===== src/rtl/cgb_pkg.sv =====
// Shared types and constants for the gap-buffer text editor.
// Used by the controller, the datapath and the top level; depends on nothing.
package cgb_pkg;

  // Command codes.
  localparam logic [2:0] OP_INSERT = 3'd0;
  localparam logic [2:0] OP_LEFT   = 3'd1;
  localparam logic [2:0] OP_RIGHT  = 3'd2;
  localparam logic [2:0] OP_BACK   = 3'd3;
  localparam logic [2:0] OP_READ   = 3'd4;

  // Result status codes.
  localparam logic [1:0] ST_DONE  = 2'd0;
  localparam logic [1:0] ST_EDGE  = 2'd1;
  localparam logic [1:0] ST_FULL  = 2'd2;
  localparam logic [1:0] ST_RANGE = 2'd3;

  localparam int unsigned IDX_W = 10;
  localparam int unsigned LEN_W = 11;

  typedef struct packed {
    logic [2:0]       mode;
    logic [7:0]       char_in;
    logic [IDX_W-1:0] read_index;
  } cmd_t;

  typedef struct packed {
    logic [1:0]       status;
    logic [7:0]       char_out;
    logic [LEN_W-1:0] text_length;
    logic [LEN_W-1:0] cursor_pos;
  } res_t;

  // Controller to datapath.
  typedef struct packed {
    logic load;  // capture the accepted command
    logic exec;  // perform a one-step command, or issue the memory read
    logic fin;   // complete a command whose memory read has returned
  } ctl_t;

  // Datapath to controller.
  typedef struct packed {
    logic need_read;  // current command must read the memory first
    logic out_free;   // output register can take a result this cycle
  } stat_t;

endpackage


===== src/rtl/cgb_ctrl.sv =====
// Command sequencer for the gap-buffer text editor.
// Depends on cgb_pkg; drives the datapath through cgb_pkg::ctl_t.
module cgb_ctrl (
  input  logic          clk,
  input  logic          rst_n,
  input  logic          in_valid,
  output logic          in_stall,
  input  cgb_pkg::stat_t stat,
  output cgb_pkg::ctl_t  ctl
);

  localparam logic [1:0] S_IDLE = 2'd0;
  localparam logic [1:0] S_EXEC = 2'd1;
  localparam logic [1:0] S_FIN  = 2'd2;

  logic [1:0] state_r;
  logic [1:0] state_nxt;

  assign in_stall = (state_r != S_IDLE);

  always_comb begin
    state_nxt = state_r;
    ctl       = '0;
    case (state_r)
      S_IDLE: begin
        if (in_valid) begin
          ctl.load  = 1'b1;
          state_nxt = S_EXEC;
        end
      end
      S_EXEC: begin
        // A read can be issued at once; a finished result waits for the output slot.
        if (stat.need_read) begin
          ctl.exec  = 1'b1;
          state_nxt = S_FIN;
        end else if (stat.out_free) begin
          ctl.exec  = 1'b1;
          state_nxt = S_IDLE;
        end
      end
      S_FIN: begin
        if (stat.out_free) begin
          ctl.fin   = 1'b1;
          state_nxt = S_IDLE;
        end
      end
      default: begin
        state_nxt = S_IDLE;
      end
    endcase
  end

  always_ff @(posedge clk) begin
    if (!rst_n) begin
      state_r <= S_IDLE;
    end else begin
      state_r <= state_nxt;
    end
  end

endmodule


===== config.mk =====
export PLATFORM = sky130hd
export DESIGN_NAME = cgb_ctrl
export DESIGN_NICKNAME = d
export VERILOG_FILES = /design/src/rtl/cgb_pkg.sv /design/src/rtl/cgb_ctrl.sv
export SDC_FILE = /design/constraint.sdc
export NUM_CORES = 1
export LEC_CHECK = 0
export ABC_CLOCK_PERIOD_IN_PS = 1050
export CAP_MARGIN = 20
export CORE_AREA = 10 10 47 49
export DETAILED_ROUTE_END_ITERATION = 12
export DIE_AREA = 0 0 57 59
export DONT_BUFFER_PORTS = 1
export GPL_ROUTABILITY_DRIVEN = 0
export PLACE_DENSITY_LB_ADDON = 0.08
export SLEW_MARGIN = 40
export SYNTH_ARGS = -nofsm -noshare
export SYNTH_HDL_FRONTEND = slang
export SYNTH_SLANG_ARGS = --single-unit

===== constraint.sdc =====
create_clock -name clk -period 1.05 [get_ports clk]
set_input_delay 0.2625 -clock clk [delete_from_list [all_inputs] [get_ports clk]]
set_output_delay 0.2625 -clock clk [all_outputs]
set_load 0.02 [all_outputs]

==> flow_summary_export.csv <==
group,metric,value,unit
floorplan,fp-row-count,14,
pwr,p_clk_frac,0.514,
global_route,grtUsageMet3,0.0258,
synthesis,ys_ff_latch,2,
synthesis,ys_seq_area_frac,0.317,
sta,post-route-min-period,1.22,ns
detailed_routing,final_antenna_net_count,0,
synthesis,synth_compound_area_frac,0.129,
worst_setup_path,startpoint_type,"register",
pwr,p_switching,0.0816,mW
pwr,switching_share,0.248,
floorplan,dieHeight,59,µm
layout,top_register,"state_r",
floorplan,dieArea,3360,µm²
floorplan,die_w,57,µm
worst_setup_path,required,0.79,ns
placement,port-buffer-count,0,
detailed_routing,postRouteWirelength,442,µm
layout,largestRegisters,"state_r (2)",
global_route,busiest_layer,"met4",
sta,fmax,821,MHz
sta,final_max_slew_viol_count,0,
layout,fin_area,245,µm²
sta,period_share,1.16,
layout,multi_input_area,100,µm²
worst_setup_path,path_buf_inv,2,
pwr,cellLeakagePower,0.104,nW
clocking,cts_buffers,3,
global_route,grt_usage,0.0289,
global_route,grt_max_degree,6,
pwr,seqPwrFrac,0.259,
sta,hold_violations,0,
synthesis,synthesis.nets,21,
global_route,antenna_found_initial,0,
synthesis,synth.distinct_cells,11,
synthesis,synth_xor_area_frac,0,
synthesis,synth_top_cell_area_share,0.317,
pwr,combPwrFrac,0.227,
layout,area_delta_synth_final,94.1,%
synthesis,synth_fa_ha_area_frac,0,
sta,slew_headroom,0.894,
synthesis,synth.area.top_cells,"dfxtp_1 32%, or3b_1 14%, nand2b_1 9.9%, nor2_1 8.9%, a21oi_2 6.9%",
clocking,cts.sinks,2,
synthesis,synth_area,126,µm²
sta,finalSetupViolCount,5,
status,outcome,"finished with violations",
synthesis,avgSynthCellArea,7.90,µm²
sta,worst_pin_slew,0.158,ns
layout,nets,32,
worst_setup_path,crit_family,"flip-flops",
synthesis,ys.warnings.count,0,
worst_setup_path,end_kind,"output port",
global_route,grt_pass1_wl,634,µm
sta,worst_clock_skew,0.00282,ns
global_route,use_met1,0.0224,
layout,drive_gt1_frac,0.640,
synthesis,synthSimpleGateAreaFrac,0.525,
detailed_routing,wl_per_cell,10.8,µm
global_route,grtUsageMet2,0.0326,
status,violations,"negative setup slack",
synthesis,synthMuxAreaShare,0,
clocking,clockBufferDepth,2,
layout,fin_util,0.175,
global_route,grt_pass1_vias,145,
clocking,clk_pin_slew,0.03,ns
sta,rsz0062_at_grt,"true",
floorplan,initial_core_util,0.0902,
floorplan,io_pins,9,
global_route,overflow,0,
pwr,p_per_area,1340,nW/µm²
placement,placed_area,191,µm²
detailed_routing,vias,133,
detailed_routing,dr.pass1.iters,2,
detailed_routing,vias_per_cell,3.24,
floorplan,core_area,1400,µm²
placement,post-place-ws,0.00801,ns
detailed_routing,drt_iter0_markers,1,
job,cap_violations,0,
worst_setup_path,cp_slowest_stage_delay,0.31,ns
clocking,cts_max_level,1,
layout,most-common-layout-cells,"3 x clkbuf_4, 3 x buf_4, 3 x buf_6",
worst_setup_path,worstPathMaxFanout,5,
pwr,intPower,0.248,mW
clocking,clock_latency,0.22,ns
layout,fillers,170,
synthesis,synth_cells,16,
layout,largest_reg_flops,2,
detailed_routing,drc,0,
synthesis,synth_top_family_by_area,"simple AND/OR/NAND/NOR gates",
sta,setup_tns,-0.670,ns
worst_setup_path,critical_path_arrival,0.96,ns
layout,num_antenna_cells,0,
worst_setup_path,crit_chain,"buf_6 > nor3b_2 > buf_4",
worst_hold_path,min_path_type,"primary input to register",
pwr,peakVddDrop,284,µV
worst_setup_path,worst-setup-path-type,"register to output port",
sta,finalWorstSetupSlack,-0.168,ns
worst_setup_path,cp_slowest_cell,"dfxtp_2",
synthesis,yosysTopAreaCell,"dfxtp_1",
clocking,cts-root-buf,"clkbuf_4",
clocking,cts_tree,"yes",
layout,seq_area,42.5,µm²
repair_timing:
action | in CTS | in global routing
endpoints found under the setup margin | 4 | 5
hold buffers | 0 | 0
resized for setup | 7 | 1
cloned | 0 | 0
pin swaps | 2 | 3
setup buffers | 0 | 1
synthesized netlist by cell type:
cell	instances
dfxtp_1	2
nor3b_1	1
nand2b_1	2
inv_1	1
a21boi_1	1
a21oi_2	1
nand2_1	1
nand3b_1	1
or2_1	1
or3b_1	2
nor2_1	3
power groups by stage:
| stage | clock [mW] | combinational, mW | sequential, mW |
|---|---|---|---|
| finish | 0.169 | 0.0747 | 0.0852 |
| global route | 0.180 | 0.0798 | 0.0860 |
| CTS | 0.185 | 0.0726 | 0.0854 |
| detailed placement | 0 | 0.0604 | 0.0844 |
| global placement | 0 | 0.0605 | 0.0846 |
| floorplan | 0 | 0.0365 | 0.0860 |
logic make-up after synthesis:
family	count (synthesis)
and+or+nand+nor	11
buffers and inverters	1
DFF	2
AOI/OAI and AO/OA	2
layer usage:
layer | vias up | share of wire | wire, µm
met5 | - | 0 | 0
met4 | 0 | 0 | 0
met3 | 0 | 0.20 | 87
met2 | 6 | 0.43 | 190
met1 | 55 | 0.37 | 163
li1 | 72 | - | -
layout make-up:
type                            instances  share of cell area
Sequential cell                         2               0.173
Multi-Input combinational cell         13               0.408
Timing Repair Buffer                    6               0.230
Clock buffer                            3              0.0918
Inverter                                1              0.0153
Tap cell                               16              0.0816
worst paths after layout:
path	startpoint	end	slack, ns	cells after the start
min reg2reg	state_r[0]	state_r[0]	0.54	2
max	state_r[1]	ctl[1]	-0.17	3
max reg2reg	state_r[0]	state_r[1]	-0.06	4
min	rst_n	state_r[0]	0.18	2
metrics by stage:
stage	total power, mW	std cells	hold WS, ns
finish	0.329	41	0.179
global route	0.346	41	0.185
CTS	0.343	40	0.172
detailed placement	0.145	37	0.418
global placement	0.145	37	0.422
floorplan	0.122	16	0.405
Note: power is estimated with default switching activity, not from simulation.
